`src/rtl/jsu_pkg.sv`:
```
`timescale 1ns / 1ps
`default_nettype none

package jsu_pkg;

    // Result kinds
    localparam logic [1:0] KIND_BYTE  = 2'd0;
    localparam logic [1:0] KIND_DONE  = 2'd1;
    localparam logic [1:0] KIND_ERROR = 2'd2;

    localparam int MAX_RESULTS = 6;
    localparam int CNT_W       = $clog2(MAX_RESULTS + 1);
    localparam int QUEUE_DEPTH = 2;

    localparam logic [CNT_W-1:0] MAX_CNT = CNT_W'(MAX_RESULTS);

    typedef struct packed {
        logic [7:0] in_byte;
        logic       at_end;
    } in_item_t;

    typedef struct packed {
        logic [7:0] out_byte;
        logic [1:0] kind;
        logic       last_of_run;
    } out_item_t;

    typedef struct packed {
        logic [7:0] data;
        logic [1:0] kind;
    } result_t;

    // All results caused by one input byte
    typedef struct packed {
        result_t [MAX_RESULTS-1:0] res;
        logic [CNT_W-1:0]          count;
    } job_t;

    typedef struct packed {
        logic [3:0][7:0] bytes;
        logic [2:0]      len;
    } utf8_t;

    function automatic utf8_t cp_to_utf8(input logic [20:0] cp);
        utf8_t u;
        u = '0;
        if (cp < 21'h80) begin
            u.bytes[0] = cp[7:0];
            u.len      = 3'd1;
        end else if (cp < 21'h800) begin
            u.bytes[0] = {3'b110, cp[10:6]};
            u.bytes[1] = {2'b10, cp[5:0]};
            u.len      = 3'd2;
        end else if (cp < 21'h10000) begin
            u.bytes[0] = {4'b1110, cp[15:12]};
            u.bytes[1] = {2'b10, cp[11:6]};
            u.bytes[2] = {2'b10, cp[5:0]};
            u.len      = 3'd3;
        end else begin
            u.bytes[0] = {5'b11110, cp[20:18]};
            u.bytes[1] = {2'b10, cp[17:12]};
            u.bytes[2] = {2'b10, cp[11:6]};
            u.bytes[3] = {2'b10, cp[5:0]};
            u.len      = 3'd4;
        end
        return u;
    endfunction

    function automatic job_t job_add(input job_t j, input logic [7:0] data,
                                     input logic [1:0] kind);
        job_t r;
        r = j;
        if (j.count < MAX_CNT) begin
            r.res[j.count].data = data;
            r.res[j.count].kind = kind;
            r.count             = j.count + 1'b1;
        end
        return r;
    endfunction

    function automatic job_t job_add_cp(input job_t j, input logic [20:0] cp);
        job_t  r;
        utf8_t u;
        r = j;
        u = cp_to_utf8(cp);
        for (int i = 0; i < 4; i++) begin
            if (3'(i) < u.len) begin
                r = job_add(r, u.bytes[i], KIND_BYTE);
            end
        end
        return r;
    endfunction

endpackage

`default_nettype wire

```
`src/rtl/jsu_front.sv`:
```
`timescale 1ns / 1ps
`default_nettype none

module jsu_front
    import jsu_pkg::*;
(
    input  wire logic     aclk,
    input  wire logic     aresetn,
    input  wire logic     s_valid,
    output logic          s_ready,
    input  wire in_item_t s_data,
    input  wire logic     q_full,
    output logic          push,
    output job_t          push_job
);

    localparam logic [3:0] PH_IDLE  = 4'd0;
    localparam logic [3:0] PH_STR   = 4'd1;
    localparam logic [3:0] PH_ESC   = 4'd2;
    localparam logic [3:0] PH_HEX0  = 4'd3;
    localparam logic [3:0] PH_HEX3  = 4'd6;
    localparam logic [3:0] PH_AFTHI = 4'd7;
    localparam logic [3:0] PH_HIBSL = 4'd8;
    localparam logic [3:0] PH_PHEX0 = 4'd9;
    localparam logic [3:0] PH_PHEX3 = 4'd12;

    localparam logic [7:0] CH_QUOTE = 8'h22;
    localparam logic [7:0] CH_BSL   = 8'h5C;
    localparam logic [7:0] CH_U     = 8'h75;

    logic [3:0]  phase_reg, phase_next;
    logic [15:0] accum_reg, accum_next;
    logic [15:0] high_reg, high_next;
    logic        fire;

    // 4-bit value in [3:0], valid flag in [4]
    function automatic logic [4:0] hex_digit(input logic [7:0] c);
        logic [4:0] r;
        r = 5'h10;
        if (c >= 8'h30 && c <= 8'h39) r = {1'b0, 4'(c - 8'h30)};
        else if (c >= 8'h61 && c <= 8'h66) r = {1'b0, 4'(c - 8'h57)};
        else if (c >= 8'h41 && c <= 8'h46) r = {1'b0, 4'(c - 8'h37)};
        return {~r[4], r[3:0]};
    endfunction

    // mapped byte in [7:0], valid flag in [8]
    function automatic logic [8:0] simple_escape(input logic [7:0] c);
        logic [8:0] r;
        case (c)
            8'h22:   r = {1'b1, 8'h22};
            8'h5C:   r = {1'b1, 8'h5C};
            8'h2F:   r = {1'b1, 8'h2F};
            8'h6E:   r = {1'b1, 8'h0A};
            8'h72:   r = {1'b1, 8'h0D};
            8'h74:   r = {1'b1, 8'h09};
            8'h62:   r = {1'b1, 8'h08};
            8'h66:   r = {1'b1, 8'h0C};
            default: r = 9'h000;
        endcase
        return r;
    endfunction

    assign s_ready = ~q_full;
    assign fire    = s_valid & s_ready;

    always_comb begin
        logic [7:0]  c;
        logic [4:0]  hd;
        logic [8:0]  esc;
        logic [15:0] v;
        logic        err;
        job_t        job;

        c          = s_data.in_byte;
        hd         = hex_digit(c);
        esc        = simple_escape(c);
        v          = {accum_reg[11:0], hd[3:0]};
        err        = 1'b0;
        job        = '0;
        phase_next = phase_reg;
        accum_next = accum_reg;
        high_next  = high_reg;

        if (s_data.at_end) begin
            err = 1'b1;
        end else begin
            unique case (phase_reg) inside
                PH_STR, PH_AFTHI: begin
                    if (phase_reg == PH_AFTHI && c == CH_BSL) begin
                        phase_next = PH_HIBSL;
                    end else begin
                        if (phase_reg == PH_AFTHI) begin
                            // Lone high surrogate: flush it
                            job        = job_add_cp(job, {5'd0, high_reg});
                            high_next  = '0;
                            phase_next = PH_STR;
                        end
                        if (c == CH_QUOTE) begin
                            job        = job_add(job, 8'd0, KIND_DONE);
                            phase_next = PH_IDLE;
                        end else if (c == CH_BSL) begin
                            phase_next = PH_ESC;
                        end else begin
                            job = job_add(job, c, KIND_BYTE);
                        end
                    end
                end
                PH_ESC, PH_HIBSL: begin
                    if (c == CH_U) begin
                        accum_next = '0;
                        phase_next = (phase_reg == PH_ESC) ? PH_HEX0 : PH_PHEX0;
                    end else if (esc[8]) begin
                        if (phase_reg == PH_HIBSL) begin
                            job       = job_add_cp(job, {5'd0, high_reg});
                            high_next = '0;
                        end
                        job        = job_add(job, esc[7:0], KIND_BYTE);
                        phase_next = PH_STR;
                    end else begin
                        err = 1'b1;
                    end
                end
                [PH_HEX0:PH_HEX3], [PH_PHEX0:PH_PHEX3]: begin
                    if (!hd[4]) begin
                        err = 1'b1;
                    end else if (phase_reg == PH_HEX3 || phase_reg == PH_PHEX3) begin
                        accum_next = '0;
                        if (phase_reg == PH_PHEX3 && v >= 16'hDC00 && v <= 16'hDFFF) begin
                            job = job_add_cp(job,
                                21'h10000 + {11'd0, high_reg[9:0]} * 21'd1024
                                          + {11'd0, v[9:0]});
                            high_next  = '0;
                            phase_next = PH_STR;
                        end else begin
                            if (phase_reg == PH_PHEX3) begin
                                job       = job_add_cp(job, {5'd0, high_reg});
                                high_next = '0;
                            end
                            if (v >= 16'hD800 && v <= 16'hDBFF) begin
                                high_next  = v;
                                phase_next = PH_AFTHI;
                            end else begin
                                job        = job_add_cp(job, {5'd0, v});
                                phase_next = PH_STR;
                            end
                        end
                    end else begin
                        accum_next = v;
                        phase_next = phase_reg + 4'd1;
                    end
                end
                default: begin
                    // Idle, and the unused codes treated as idle
                    phase_next = PH_IDLE;
                    if (c == CH_QUOTE) begin
                        accum_next = '0;
                        high_next  = '0;
                        phase_next = PH_STR;
                    end else if (c != 8'h20 && c != 8'h09 && c != 8'h0A && c != 8'h0D) begin
                        err = 1'b1;
                    end
                end
            endcase
        end

        if (err) begin
            // Drop everything pending; the error stands alone
            phase_next = PH_IDLE;
            accum_next = '0;
            high_next  = '0;
            job        = job_add('0, 8'd0, KIND_ERROR);
        end

        push_job = job;
    end

    assign push = fire & (push_job.count != '0);

    always_ff @(posedge aclk) begin
        if (!aresetn) begin
            phase_reg <= PH_IDLE;
            accum_reg <= '0;
            high_reg  <= '0;
        end else if (fire) begin
            phase_reg <= phase_next;
            accum_reg <= accum_next;
            high_reg  <= high_next;
        end
    end

endmodule

`default_nettype wire

```
`src/rtl/jsu_queue.sv`:
```
`timescale 1ns / 1ps
`default_nettype none

module jsu_queue
    import jsu_pkg::*;
#(
    parameter int DEPTH = QUEUE_DEPTH
) (
    input  wire logic aclk,
    input  wire logic aresetn,
    input  wire logic push,
    input  wire job_t push_job,
    output logic      full,
    input  wire logic pop,
    output job_t      pop_job,
    output logic      empty
);

    localparam int PTR_W = (DEPTH > 1) ? $clog2(DEPTH) : 1;
    localparam int CNT_Q = $clog2(DEPTH + 1);
    localparam logic [PTR_W-1:0] LAST_PTR = PTR_W'(DEPTH - 1);
    localparam logic [CNT_Q-1:0] FULL_CNT = CNT_Q'(DEPTH);

    job_t             mem [DEPTH];
    logic [PTR_W-1:0] wr_ptr_reg, rd_ptr_reg;
    logic [CNT_Q-1:0] count_reg;
    logic             do_push, do_pop;

    assign full    = (count_reg == FULL_CNT);
    assign empty   = (count_reg == '0);
    assign do_push = push & ~full;
    assign do_pop  = pop & ~empty;
    assign pop_job = mem[rd_ptr_reg];

    always_ff @(posedge aclk) begin
        if (do_push) begin
            mem[wr_ptr_reg] <= push_job;
        end
    end

    always_ff @(posedge aclk) begin
        if (!aresetn) begin
            wr_ptr_reg <= '0;
            rd_ptr_reg <= '0;
            count_reg  <= '0;
        end else begin
            if (do_push) begin
                wr_ptr_reg <= (wr_ptr_reg == LAST_PTR) ? '0 : wr_ptr_reg + 1'b1;
            end
            if (do_pop) begin
                rd_ptr_reg <= (rd_ptr_reg == LAST_PTR) ? '0 : rd_ptr_reg + 1'b1;
            end
            if (do_push && !do_pop) begin
                count_reg <= count_reg + 1'b1;
            end else if (do_pop && !do_push) begin
                count_reg <= count_reg - 1'b1;
            end
        end
    end

endmodule

`default_nettype wire

```
`src/rtl/jsu_back.sv`:
```
`timescale 1ns / 1ps
`default_nettype none

module jsu_back
    import jsu_pkg::*;
(
    input  wire logic  aclk,
    input  wire logic  aresetn,
    input  wire logic  q_empty,
    input  wire job_t  q_job,
    output logic       q_pop,
    output logic       m_valid,
    input  wire logic  m_ready,
    output out_item_t  m_data
);

    job_t             cur_reg;
    logic             cur_valid_reg;
    logic [CNT_W-1:0] pos_reg;
    logic             at_last;
    logic             take;

    assign at_last = (pos_reg == cur_reg.count - 1'b1);
    assign take    = cur_valid_reg & m_ready;
    // Refill when no job is held, or as the final result of the current job leaves
    assign q_pop   = ~q_empty & (~cur_valid_reg | (take & at_last));

    assign m_valid            = cur_valid_reg;
    assign m_data.out_byte    = cur_reg.res[pos_reg].data;
    assign m_data.kind        = cur_reg.res[pos_reg].kind;
    assign m_data.last_of_run = at_last;

    always_ff @(posedge aclk) begin
        if (q_pop) begin
            cur_reg <= q_job;
        end
    end

    always_ff @(posedge aclk) begin
        if (!aresetn) begin
            cur_valid_reg <= 1'b0;
            pos_reg       <= '0;
        end else if (q_pop) begin
            cur_valid_reg <= 1'b1;
            pos_reg       <= '0;
        end else if (take) begin
            if (at_last) begin
                cur_valid_reg <= 1'b0;
                pos_reg       <= '0;
            end else begin
                pos_reg <= pos_reg + 1'b1;
            end
        end
    end

endmodule

`default_nettype wire

```
`src/rtl/json_string_unescape_utf8.sv`:
```
// JSON string unescaper with UTF-8 output.
// Input channel (s_valid/s_ready/s_data): one raw byte of JSON text per
// transaction, or an end-of-input marker (at_end). Output channel
// (m_valid/m_ready/m_data): one result per transaction - a decoded byte, a
// string-closed marker or an error marker; last_of_run flags the final
// result caused by one input byte. Bytes that cause no result (whitespace
// before the string, a backslash, the first three hex digits) produce nothing.
// The results of a byte pass through the job queue and the back end's job
// register before they are presented. Throughput: one byte per cycle while
// each byte yields at most one result and the receiver does not stall; a
// byte with several results (up to six: a flushed lone surrogate and a new
// \u value) is sent one result per transaction, and the decoder front keeps
// accepting until the job queue between front and back fills.
// Reset (aresetn low, synchronous): returns to idle, empties the queue and
// drops any result on offer. When the receiver stalls, the current result
// is held stable and input is taken until the queue is full.
`timescale 1ns / 1ps
`default_nettype none

module json_string_unescape_utf8
    import jsu_pkg::*;
#(
    parameter int QUEUE_DEPTH_P = QUEUE_DEPTH
) (
    input  wire logic     aclk,
    input  wire logic     aresetn,
    input  wire logic     s_valid,
    output logic          s_ready,
    input  wire in_item_t s_data,
    output logic          m_valid,
    input  wire logic     m_ready,
    output out_item_t     m_data
);

    logic q_push, q_full, q_pop, q_empty;
    job_t q_in_job, q_out_job;

    // Decode: parse state, escapes and UTF-8 encoding of each byte
    jsu_front u_front (
        .aclk     (aclk),
        .aresetn  (aresetn),
        .s_valid  (s_valid),
        .s_ready  (s_ready),
        .s_data   (s_data),
        .q_full   (q_full),
        .push     (q_push),
        .push_job (q_in_job)
    );

    // Hold jobs so front and back stall independently
    jsu_queue #(
        .DEPTH (QUEUE_DEPTH_P)
    ) u_queue (
        .aclk     (aclk),
        .aresetn  (aresetn),
        .push     (q_push),
        .push_job (q_in_job),
        .full     (q_full),
        .pop      (q_pop),
        .pop_job  (q_out_job),
        .empty    (q_empty)
    );

    // Serialise each job, one result per transaction
    jsu_back u_back (
        .aclk    (aclk),
        .aresetn (aresetn),
        .q_empty (q_empty),
        .q_job   (q_out_job),
        .q_pop   (q_pop),
        .m_valid (m_valid),
        .m_ready (m_ready),
        .m_data  (m_data)
    );

    // A job is never pushed into a full queue
    assert property (@(posedge aclk) disable iff (!aresetn) q_push |-> !q_full)
        else $error("job pushed into full queue");

    // Done and error markers always close their run
    assert property (@(posedge aclk) disable iff (!aresetn)
        m_valid && (m_data.kind == KIND_DONE || m_data.kind == KIND_ERROR)
        |-> m_data.last_of_run)
        else $error("marker not last of run");

    // Markers carry a zero byte
    assert property (@(posedge aclk) disable iff (!aresetn)
        m_valid && m_data.kind != KIND_BYTE |-> m_data.out_byte == 8'd0)
        else $error("marker with non-zero byte");

    // A result on offer stays until taken
    assert property (@(posedge aclk) disable iff (!aresetn)
        m_valid && !m_ready |=> m_valid && $stable(m_data))
        else $error("stalled result changed");

endmodule

`default_nettype wire

```
`config.mk`:
```
export PLATFORM = sky130hd
export DESIGN_NAME = json_string_unescape_utf8
export DESIGN_NICKNAME = d
export VERILOG_FILES = /design/src/rtl/jsu_pkg.sv /design/src/rtl/jsu_front.sv /design/src/rtl/jsu_queue.sv /design/src/rtl/jsu_back.sv /design/src/rtl/json_string_unescape_utf8.sv
export SDC_FILE = /design/constraint.sdc
export NUM_CORES = 1
export LEC_CHECK = 0
export BUFFER_PORTS_ARGS = -buffer_cell sky130_fd_sc_hd__clkbuf_2
export CAP_MARGIN = 5
export CORE_ASPECT_RATIO = 1.75
export CORE_MARGIN = 2
export CORE_UTILIZATION = 30
export DETAILED_ROUTE_END_ITERATION = 10
export MAX_ROUTING_LAYER = met4
export PLACE_DENSITY = 0.44
export SETUP_SLACK_MARGIN = 0.1
export SYNTH_ARGS = -nofsm -noshare
export SYNTH_HDL_FRONTEND = slang
export SYNTH_HIERARCHICAL = 1
export SYNTH_SLANG_ARGS = --single-unit
```
`constraint.sdc`:
```
create_clock -name aclk -period 14.4 [get_ports aclk]
set_input_delay 0.72 -clock aclk [delete_from_list [all_inputs] [get_ports aclk]]
set_output_delay 0.72 -clock aclk [all_outputs]
set_load 0.1 [all_outputs]
```
### Yosys cells after proc, flatten, opt, wreduce, memory -nomap -nowiden

Memory sizes are Yosys's and may differ from the RTL's. A register that Yosys moved wholly into a read port is not among the register bits.
Index checks and enable logic that the tools add are counted.

* memories: 1
* output and inout port bits: 13
* flip-flop bits (word level): 40
* memory bits (writable): 126
* input bits: 13
* logic and storage cells: 609

* multiplexer cells: 378
* reductions and logical operators: 50
* equal/unequal tests: 34
* magnitude comparators: 96
* add/subtract/negate cells: 30
* bitwise gates (word level): 12

Memories
* u_queue.mem: words 2, width 63, rd ports 1, clocked after Yosys merged registers in 1, write ports 1, line jsu_queue.sv:24 `job_t mem [DEPTH];`

Operators by type and width (number)
* $mux W63: 139
* $bwmux W60: 38
* $demux W10 S3: 36
* $mux W24: 28
* $mux W11: 29
* $mux W16: 15
* $mux W10: 19
* $pmux W63 S3: 1
* $lt A3 B4 Y1 const B: 19
* $pmux W9 S8: 1
* $mux W12: 5
* $add A3 B1 Y3 const B: 19
* $eq A8 B7 Y1 const B: 7
* $ge A3 B1 Y1 const B: 18
* $lt A3 B3 Y1 const B: 18
* $mux W13: 4
* $mux W4: 12
* $pmux W16 S3: 1
* $mux W2: 20
* $pmux W12 S3: 1
* $mux W17: 2
* $ge A16 B16 Y1 const B: 2
* $le A16 B16 Y1 const B: 2
* $logic_and A1 B1 Y1: 32
* 63 further kinds: 132

### Longest topological paths before layout

Gate-level depths: netlist (run 1).

* depth in word-level cells: 127
* mapped depth: 22
* mapped depth without buffers: 21

### Modules after synthesis

Netlist (run 1), hierarchy kept.

Modules (own cells, without submodules)
* jsu_front: cells an instance 869, area each 5512.8 um2, instances 1, sequential area each 640.6 um2
* jsu_queue: cells an instance 221, area each 4777.1 um2, instances 1, sequential area each 3883.7 um2
* jsu_back: cells an instance 142, area each 2675.1 um2, instances 1, sequential area each 1971.9 um2

### Least setup slack after synthesis (run 1)

OpenSTA, ideal clock, no wires.

* path kind: register to register
* start: register u_front.high_reg[12]
* end: memory u_queue/mem[0][0] (netlist name) (enable)
* clock period less this slack: 6.561 ns
* setup slack: 7.839 ns
* path buffers: 2
* required time: 13.926 ns
* cell stages (with the launch flop): 18
* setup time: 0.474 ns
* arrival time: 6.087 ns
* path through: dfxtp_1 > or4_1 > nor2_1 > clkbuf_1 > nand2_1 > nand2_1 > inv_1 > ha_1 > clkbuf_1 > ha_1 > mux2_2 > ha_1 > a221oi_1 > a311oi_1 > o22ai_2 > o31a_1 > inv_1 > nor3_2

RTL lines
* start: declaration: line jsu_front.sv:33 `logic [15:0] high_reg, high_next;`
* start signal: assignment: line jsu_front.sv:187 `high_reg <= high_next;`
* end: declaration: line jsu_queue.sv:24

==> results of run 1 <==
==> Yosys cell counts (all sizes together) (8+ instances only) <==
| library cell | instances | share of area |
|---|---|---|
| mux2i | 18 | 0.014 |
| inv | 34 | 0.0098 |
| o211ai | 15 | 0.0087 |
| a22oi | 28 | 0.016 |
| ha | 18 | 0.017 |
| edfxtp | 189 | 0.44 |
| nand2 | 104 | 0.030 |
| buf | 39 | 0.020 |
| nand3 | 51 | 0.020 |
| a221oi | 14 | 0.0095 |
| or3 | 12 | 0.0066 |
| mux2 | 68 | 0.059 |
| dfxtp | 41 | 0.063 |
| a22o | 10 | 0.0074 |
| or2 | 8 | 0.0039 |
| nor2 | 87 | 0.025 |
| nand2b | 16 | 0.0077 |
| o22ai | 28 | 0.014 |
| nor3 | 20 | 0.010 |
| and2 | 13 | 0.0063 |
| clkbuf | 61 | 0.018 |
| mux4 | 10 | 0.017 |
| nor4 | 10 | 0.0053 |
| a32oi | 9 | 0.0061 |
| a21oi | 89 | 0.035 |
| a31oi | 10 | 0.0048 |
| o221ai | 12 | 0.0081 |
| nor2b | 8 | 0.0039 |
| o21ai | 88 | 0.034 |
==> report_power, final <==
| part | internal, mW | switching, mW |
|---|---|---|
| registers | 0.922 | 0.0365 |
| clock network | 0.311 | 0.255 |
| logic | 0.167 | 0.393 |
==> final cells by class <==
cell class / count / area, um^2
Inverter: 36 / 135
Clock buffer: 23 / 576
Multi-Input combinational cell: 873 / 5920
Fill cell: 4418 / 28200
Tap cell: 561 / 702
Clock inverter: 17 / 124
Sequential cell: 230 / 6500
Timing Repair Buffer: 56 / 358
==> path summary, 6_finish.rpt <==
kind / slack [ns] / cells after the start / to
worst max-delay path: 9.01 / 17 / u_queue/mem[1][56]$_DFFE_PP_
worst min register to register: 0.48 / 2 / u_front/high_reg[13]$_SDFFE_PN0P_
worst min-delay path: 0.48 / 2 / u_front/high_reg[13]$_SDFFE_PN0P_
worst max register to register: 9.01 / 17 / u_queue/mem[1][56]$_DFFE_PP_
==> per-layer routing <==
metal  vias to the layer above  part of all wire  global-route usage
met3                       170             0.040              0.0218
met5                         -                 0                   -
met1                      5029              0.35               0.216
met4                         0             0.084               0.150
met2                       359              0.52               0.382
li1                       4661                 -                   -
==> cell usage in the layout, fill, tap and decap left out, types with 12 or more instances in the layout <==
cell type,count
a21oi_1,87
a221oi_1,14
a22oi_1,28
and2_1,13
buf_4,31
clkbuf_16,23
clkbuf_2,25
dfxtp_1,39
edfxtp_1,189
ha_1,18
inv_1,33
mux2_2,68
mux2i_1,18
nand2_1,104
nand2b_1,16
nand3_1,51
nor2_1,87
nor3_1,15
o211ai_1,15
o21ai_0,82
o221ai_1,12
o22ai_1,27
==> kinds of logic after synthesis <==
group,synth area share
AOI/OAI and AO/OA,0.187
xor gates and xnor gates,0.00975
adders and majority gates,0.0174
buffers and inverters,0.0483
DFF,0.501
muxes,0.0903
other,0.000289
and+or+nand+nor,0.146
==> worst min-delay path, stage by stage (launching register included) <==
cell and delay, ns:
dfxtp_1 0.33, inv_1 0.07, nor2_1 0.04
==> per-stage QoR <==
step | cells | area [um^2] | util
after floorplan | 1240 | 13000 | -
after global placement | 1756 | 13600 | 0.320
after detailed placement | 1756 | 13600 | 0.320
after CTS | 1796 | 14300 | 0.336
after global routing | 1796 | 14300 | 0.336
final | 1796 | 14300 | 0.336
==> flow_summary.yaml, run 1 <==
run_status:
  status: "complete, no violations"
logic_synthesis:
  synth_edf_count: 189
  avgSynthCellArea_um2: 10.5
  async_flop_share: 0
  ys_ff_latch: 230
  syn-instance-count: 1232
  synth_ff_type: "edfxtp_1"
  yosys_warnings: 6
  synth_cell_type_count: 94
  syn-cell-area_um2: 13000
  ys_seq_area_frac: 0.501
min_path:
  min_path_type: "register to register"
  min_from: "u_front/high_reg[13]$_SDFFE_PN0P_"
sta:
  rsz0062_at_grt: "false"
  setup_viol: 0
  hold_viol: 0
  timing.fmax_ghz: 0.185
  period_share: 0.374
  worstMarginPinSlew_ns: 1.36
  tns_ns: 0
  slew_headroom: 0.0938
  fin_skew_ns: 0.0233
  min_period_ns: 5.39
  maxSlewViolCount: 0
  worst_slack_ns: 9.01
  timing.hold.ws_ns: 0.476
floorplan:
  die_area_um2: 45000
  io_pins: 26
  die_h_um: 279
  die_w_um: 161
  initial_core_util: 0.305
  rows: 100
  core_um2: 42500
cts:
  cts_tree: "built"
  root_buffer: "clkbuf_16"
  numCtsBuffers: 22
  hold_buffers: 0
  clk_pin_slew_ns: 0.06
  cts_setup_buffers: 0
  htree_levels: 1
  clock_latency_ns: 0.53
  cts.repair.resized: 0
  cts_sinks: 230
  clk_path_buf_depth: 3
route:
  drtIter0Drc: 690
  drc: 0
  vias: 10219
  via_per_inst: 5.69
  totalWireLength_um: 47000
  dr.pass1.iters: 5
  wl_per_cell_um: 26.1
  detail-route-antenna-nets: 0
setup_path:
  timing.critical_path.buf_inv: 4
  r2r_start: "u_front/high_reg[12]$_SDFFE_PN0P_"
  path_cells: "or4_1 > nor2_1 > buf_4 > nand2_1 > nand2_1 > inv_1 > ha_1 > ha_1 > inv_1 > a311oi_1 > a31o_2 > mux2_2 > o211ai_1 > a21oi_1 > o31a_1 > and3_2 > buf_4"
  path_delay_family: "simple AND/OR/NAND/NOR gates"
  arrival_ns: 5.53
  crit_start: "u_front/high_reg[12]$_SDFFE_PN0P_"
  crit_path_end_kind: "register"
  required_ns: 14.54
  path_class: "register to register"
  slowest_delay_ns: 0.66
  critPathLaunchType: "register"
  worstPathMaxFanout: 57
  slowest_stage: "buf_4"
grt:
  grt_max_degree: 65
  grt_first_pass_wirelength_um: 68900
  antenna_found_initial: 0
  grt_util_all_layers: 0.213
  overflow: 0
  grt_pass1_vias: 10332
place:
  gp_congestion: 1.05
  io_buffers: 25
  dp_slack_ns: 9.04
  dp_hpwl_um: 34300
pwr:
  irDropWorstVdd_uv: 163
  finalPower_mw: 2.08
  powerDensity_nw_per_um2: 146
  leakagePower_nw: 4.56
cells_and_area:
  area_growth_pct: 10.4
  final_nets: 1250
  largest_reg_flops: 126
  antennaDiodeCount: 0
  layout-drive-gt1-share: 0.168
flow_run:
  maxCapViolations: 0
Power figures use the tool's default switching activity.
==> run 2: changes to the inputs <==
--- a/config.mk
+++ b/config.mk
@@ -5,6 +5,7 @@
 export SDC_FILE = /design/constraint.sdc
 export NUM_CORES = 1
 export LEC_CHECK = 0
+export ABC_AREA = 1
 export BUFFER_PORTS_ARGS = -buffer_cell sky130_fd_sc_hd__clkbuf_2
 export CAP_MARGIN = 5
 export CORE_ASPECT_RATIO = 1.75
==> constraint.sdc (replaced) <==
create_clock -name aclk -period 5.2 [get_ports aclk]
set_input_delay 0.26 -clock aclk [delete_from_list [all_inputs] [get_ports aclk]]
set_output_delay 0.26 -clock aclk [all_outputs]
set_load 0.1 [all_outputs]
==> flow_summary.yaml, run 2 <==
run_status:
  status: "complete, no violations"
cts:
  clock_latency_ns: 0.54
  cts_tree: "built"
  htree_levels: 1
  clk_pin_slew_ns: 0.07
  cts.repair.resized: 0
  hold_buffers: 0
  cts_sinks: 230
  cts_setup_buffers: 0
  root_buffer: "clkbuf_16"
  clk_path_buf_depth: 3
  numCtsBuffers: 23
setup_path:
  crit_start: "u_front/high_reg[8]$_SDFFE_PN0P_"
  rrSetupSlack_ns: 0.75
  rr_endpoint: "u_queue/count_reg[1]$_SDFFE_PN0P_"
  slowest_delay_ns: 0.42
  required_ns: 5.63
  r2r_start: "u_front/high_reg[8]$_SDFFE_PN0P_"
  worstPathMaxFanout: 6
  cp-endpoint: "u_queue/count_reg[1]$_SDFFE_PN0P_"
  arrival_ns: 4.88
  crit_path_end_kind: "register"
  cp_common_cell: "nand2_1"
  slowest_stage: "dfxtp_1"
  critPathLaunchType: "register"
  path_class: "register to register"
  ff2ff_path_depth: 33
route:
  drc: 0
  drtIter0Drc: 731
  totalWireLength_um: 55000
  dr_wl_met3_um: 1990
  via_per_inst: 5.32
  detail-route-antenna-nets: 0
  met2_length_um: 28900
  dr.pass1.iters: 7
  top_layer: "met4"
  met1_length_um: 18700
  wl_per_cell_um: 25.2
  vias: 11600
logic_synthesis:
  synth_area_leader_cell: "edfxtp_1"
  synth_most_common_cell: "nand2_1"
  synth_compound_area_frac: 0.147
  synth_ff_type: "edfxtp_1"
  synth_cell_type_count: 57
  syn-instance-count: 1554
  ys_ff_latch: 230
  synthAdderAreaFrac: 0.0164
  ys_top_cells_by_area: "edfxtp_1 41%, nand2_1 8.2%, mux2_4 6.6%, dfxtp_1 6.0%, nor2_1 5.2%"
  synth_top_area_frac: 0.414
  synth_top_family_by_area: "simple AND/OR/NAND/NOR gates"
  yosys.area_share.simple: 0.214
  yosys_warnings: 6
  syn-cell-area_um2: 13700
  async_flop_share: 0
  ys_top_cells_by_count: "298 x nand2_1, 191 x nor2_1, 189 x edfxtp_1"
  synth-xor-area-share: 0.00191
  synth.area.mux_share: 0.0681
  ys_seq_area_frac: 0.473
  avgSynthCellArea_um2: 8.83
  synth_edf_count: 189
cells_and_area:
  final_nets: 1618
  fin_util: 0.338
  final_area_um2: 15300
  nFillCells: 4778
  multi_input_area_um2: 6180
  largest_reg_flops: 126
  area_growth_pct: 11.2
  final_common_cell: "nand2_1"
  layout-drive-gt1-share: 0.155
  seqCellArea_um2: 6500
  final_cell_mix: "298 x nand2_1, 189 x nor2_1, 189 x edfxtp_1"
  antennaDiodeCount: 0
sta:
  worstMarginPinSlew_ns: 0.979
  min_period_ns: 4.45
  period_share: 0.857
  rsz0062_at_grt: "false"
  tns_ns: 0
  hold_viol: 0
  timing.hold.ws_ns: 0.149
  slew_headroom: 0.342
  maxSlewViolCount: 0
  fin_skew_ns: 0.0170
  setup_viol: 0
  timing.fmax_ghz: 0.224
pwr:
  finalPower_mw: 7.41
  irDropWorstVdd_uv: 407
  powerDensity_nw_per_um2: 485
  leakagePower_nw: 5.91
floorplan:
  die_h_um: 287
  core_um2: 45100
  rows: 103
  io_pins: 26
  die_area_um2: 47500
  initial_core_util: 0.304
  die_w_um: 166
place:
  gp_congestion: 1.03
  io_buffers: 25
  dp_hpwl_um: 42400
  place_area_um2: 14500
grt:
  overflow: 0
  grt_pass1_vias: 11737
  grt_util_all_layers: 0.232
  antenna_found_initial: 0
  grt_max_degree: 64
  grt_first_pass_wirelength_um: 78700
min_path:
  min_path_type: "input pin to register"
  min_from: "m_ready"
flow_run:
  maxCapViolations: 0
## run 2: cell types whose count changed after synthesis, moves of 18 or more
cell      previous run  this run
nand2_1            104       298
inv_1               33       149
nor2_1              87       191
mux2_2              68         3
mux2_4               0        60
o21ai_0             82       124
clkbuf_1            61        26
nand3_1             51        75
inv_2                1        23
a22oi_1             28        10
mux2i_1             18         0
## run 2: cell type report
class | count | area share
sequential | 230 | 0.426
clock inverter | 15 | 0.0112
inverter | 174 | 0.0428
multi-input combinational | 1093 | 0.405
timing repair buffer | 65 | 0.0295
clock buffer | 26 | 0.0384
tap | 577 | 0.0473
## run 2: power by group
part           total [mW]  internal, mW  switching, mW
registers            2.85          2.62          0.232
clock network        1.71         0.970          0.741
logic                2.85         0.795           2.05
total                7.41          4.38           3.02
## run 2: worst min-delay path by stage
stage / endpoint / slack, ns / cells after the start
after floorplan: u_queue/count_reg[1]$_SDFFE_PN0P_ / 0.38 / 2
after global placement: u_front/high_reg[13]$_SDFFE_PN0P_ / 0.47 / 2
after detailed placement: u_front/high_reg[13]$_SDFFE_PN0P_ / 0.48 / 2
after CTS: u_back/pos_reg[1]$_SDFFE_PP0N_ / 0.13 / 4
after global routing: u_back/pos_reg[1]$_SDFFE_PP0N_ / 0.17 / 4
final: u_back/pos_reg[1]$_SDFFE_PP0N_ / 0.15 / 4
## run 2: metrics by stage
step                      worst slack, ns  cells
after floorplan                    -0.945   1562
after global placement              0.812   2139
after detailed placement            0.768   2139
after CTS                           0.748   2180
after global routing                0.298   2180
final                               0.746   2180
## run 2: critical path, delay by kind of cell, from the launching register on
kind,cells,cell delay (ns)
and+or+nand+nor,18,1.64
adders and majority gates,4,1.20
AOI/OAI and AO/OA,3,0.30
DFF,1,0.42
buffers and inverters,8,0.76
## run 2: routing by layer
layer  vias up  GRT usage
met5         -          -
met2       375      0.429
li1       5434          -
met4         0      0.188
met1      5598      0.217
met3       193     0.0238
## run 2: cells by family after synthesis
| group | count (synthesis) |
|---|---|
| xor+xnor | 3 |
| mux | 63 |
| flops | 230 |
| other cells | 1 |
| fa+ha+maj | 18 |
| simple gates | 657 |
| buf+inv | 239 |
| compound gates | 343 |
==> run 3: changes to the inputs <==
--- a/config.mk
+++ b/config.mk
@@ -5,7 +5,6 @@
 export SDC_FILE = /design/constraint.sdc
 export NUM_CORES = 1
 export LEC_CHECK = 0
-export ABC_AREA = 1
 export BUFFER_PORTS_ARGS = -buffer_cell sky130_fd_sc_hd__clkbuf_2
 export CAP_MARGIN = 5
 export CORE_ASPECT_RATIO = 1.75
==> constraint.sdc (replaced) <==
create_clock -name aclk -period 5.2 [get_ports aclk]
set_input_delay 0.26 -clock aclk [delete_from_list [all_inputs] [get_ports aclk]]
set_output_delay 0.26 -clock aclk [all_outputs]
set_load 0.01 [all_outputs]
==> flow_summary.yaml, run 3 (synthesized netlist as in run 1, its figures left out) <==
sta:
  hold_viol: 0
  fin_skew_ns: 0.0116
  rsz0062_at_grt: "false"
  period_share: 0.888
  tns_ns: 0
  maxSlewViolCount: 0
  setup_viol: 0
  slew_headroom: 0.0772
  timing.fmax_ghz: 0.216
  min_period_ns: 4.62
  worstMarginPinSlew_ns: 1.38
cts:
  cts_sinks: 230
  cts_tree: "built"
  clock_latency_ns: 0.52
  numCtsBuffers: 23
  root_buffer: "clkbuf_16"
  clk_path_buf_depth: 3
  cts.repair.resized: 0
  hold_buffers: 0
  htree_levels: 1
  clk_pin_slew_ns: 0.07
  cts_setup_buffers: 0
cells_and_area:
  final_area_um2: 14600
  fin_util: 0.344
  final_nets: 1281
  post_layout_nonfiller_instances: 1826
  nFillCells: 4390
  final_cell_mix: "189 x edfxtp_1, 102 x nand2_1, 88 x a21oi_1"
  largest_reg_flops: 126
  final_common_cell: "edfxtp_1"
  area_growth_pct: 12.8
  layout-drive-gt1-share: 0.193
  multi_input_area_um2: 6000
  seqCellArea_um2: 6500
  antennaDiodeCount: 0
place:
  dp_hpwl_um: 37300
  place_area_um2: 13900
  dp.cells: 1786
  gp_congestion: 1.01
  io_buffers: 25
setup_path:
  r2r_start: "u_front/high_reg[15]$_SDFFE_PN0P_"
  worstPathMaxFanout: 13
  path_class: "register to register"
  crit_start: "u_front/high_reg[15]$_SDFFE_PN0P_"
  arrival_ns: 5.07
  crit_path_end_kind: "register"
  critPathLaunchType: "register"
  required_ns: 5.65
grt:
  grt_first_pass_wirelength_um: 73400
  use_met2: 0.416
  antenna_found_initial: 0
  grt_max_degree: 65
  grt_pass1_vias: 10739
  grtUsageMet3: 0.0299
  grt_busiest_layer: "met2"
  overflow: 0
  use_met1: 0.224
  grt_util_all_layers: 0.232
floorplan:
  rows: 100
  initial_core_util: 0.305
  io_pins: 26
  die_h_um: 279
  die_area_um2: 45000
  core_um2: 42500
  die_w_um: 161
route:
  detail-route-antenna-nets: 0
  vias: 10536
  dr.pass1.iters: 6
  drtIter0Drc: 773
  drc: 0
  via_per_inst: 5.77
  totalWireLength_um: 50900
  wl_per_cell_um: 27.9
pwr:
  irDropWorstVdd_uv: 276
  powerDensity_nw_per_um2: 368
  leakagePower_nw: 4.73
min_path:
  min_from: "m_ready"
  min_path_type: "input pin to register"
run_status:
  status: "complete, no violations"
flow_run:
  maxCapViolations: 0
==> run 3: metrics by stage <==
stage	total power [mW]	hold WS (ns)	worst slack, ns
final	5.38	0.0412	0.580
after global routing	5.66	0.0561	0.358
after CTS	5.49	0.0171	0.573
after detailed placement	3.92	0.465	0.605
after global placement	3.90	0.471	0.629
after floorplan	3.55	0.378	0.0662
==> run 3: final cells by class <==
cell class | instances | share of cell area
Multi-Input combinational cell | 873 | 0.410
Tap cell | 561 | 0.0480
Inverter | 36 | 0.00924
Timing Repair Buffer | 86 | 0.0416
Clock buffer | 26 | 0.0401
Sequential cell | 230 | 0.444
Clock inverter | 14 | 0.00659
==> run 3: path summary, 6_finish.rpt <==
check / endpoint / slack [ns] / cells past startpoint
hold reg to reg: u_front/high_reg[13]$_SDFFE_PN0P_ / 0.47 / 2
setup reg to reg: u_queue/count_reg[1]$_SDFFE_PN0P_ / 0.58 / 19
hold / removal: u_back/m_valid$_SDFFE_PN0P_ / 0.04 / 2
setup / recovery: u_queue/count_reg[1]$_SDFFE_PN0P_ / 0.58 / 19
==> run 3: layer usage <==
layer | routed length, um | up-vias | share of wire
met4 | 4770 | 0 | 0.094
met5 | 0 | - | 0
met3 | 2420 | 208 | 0.047
met1 | 17200 | 5208 | 0.34
li1 | - | 4715 | -
met2 | 26600 | 405 | 0.52
==> run 3: worst max-delay path: stages (launching register included) <==
cell	delay, ns
dfxtp_1	0.32
or4_4	0.58
nor2_4	0.16
nand2_4	0.14
nand2_2	0.14
inv_2	0.05
ha_4	0.25
ha_1	0.35
inv_1	0.08
a311oi_2	0.26
a31o_2	0.28
mux2_4	0.32
o211ai_1	0.18
a21oi_1	0.14
o31a_1	0.34
inv_2	0.09
nor2_1	0.05
ha_1	0.32
or3_1	0.35
a21boi_1	0.13
==> run 3: power by group <==
group          internal [mW]  switching [mW]  total (mW)  leakage (nW)
sequential              2.55           0.120        2.67          2.12
combinational          0.473           0.686        1.16          2.27
clock                  0.860           0.689        1.55         0.334
total                   3.88            1.50        5.38          4.73
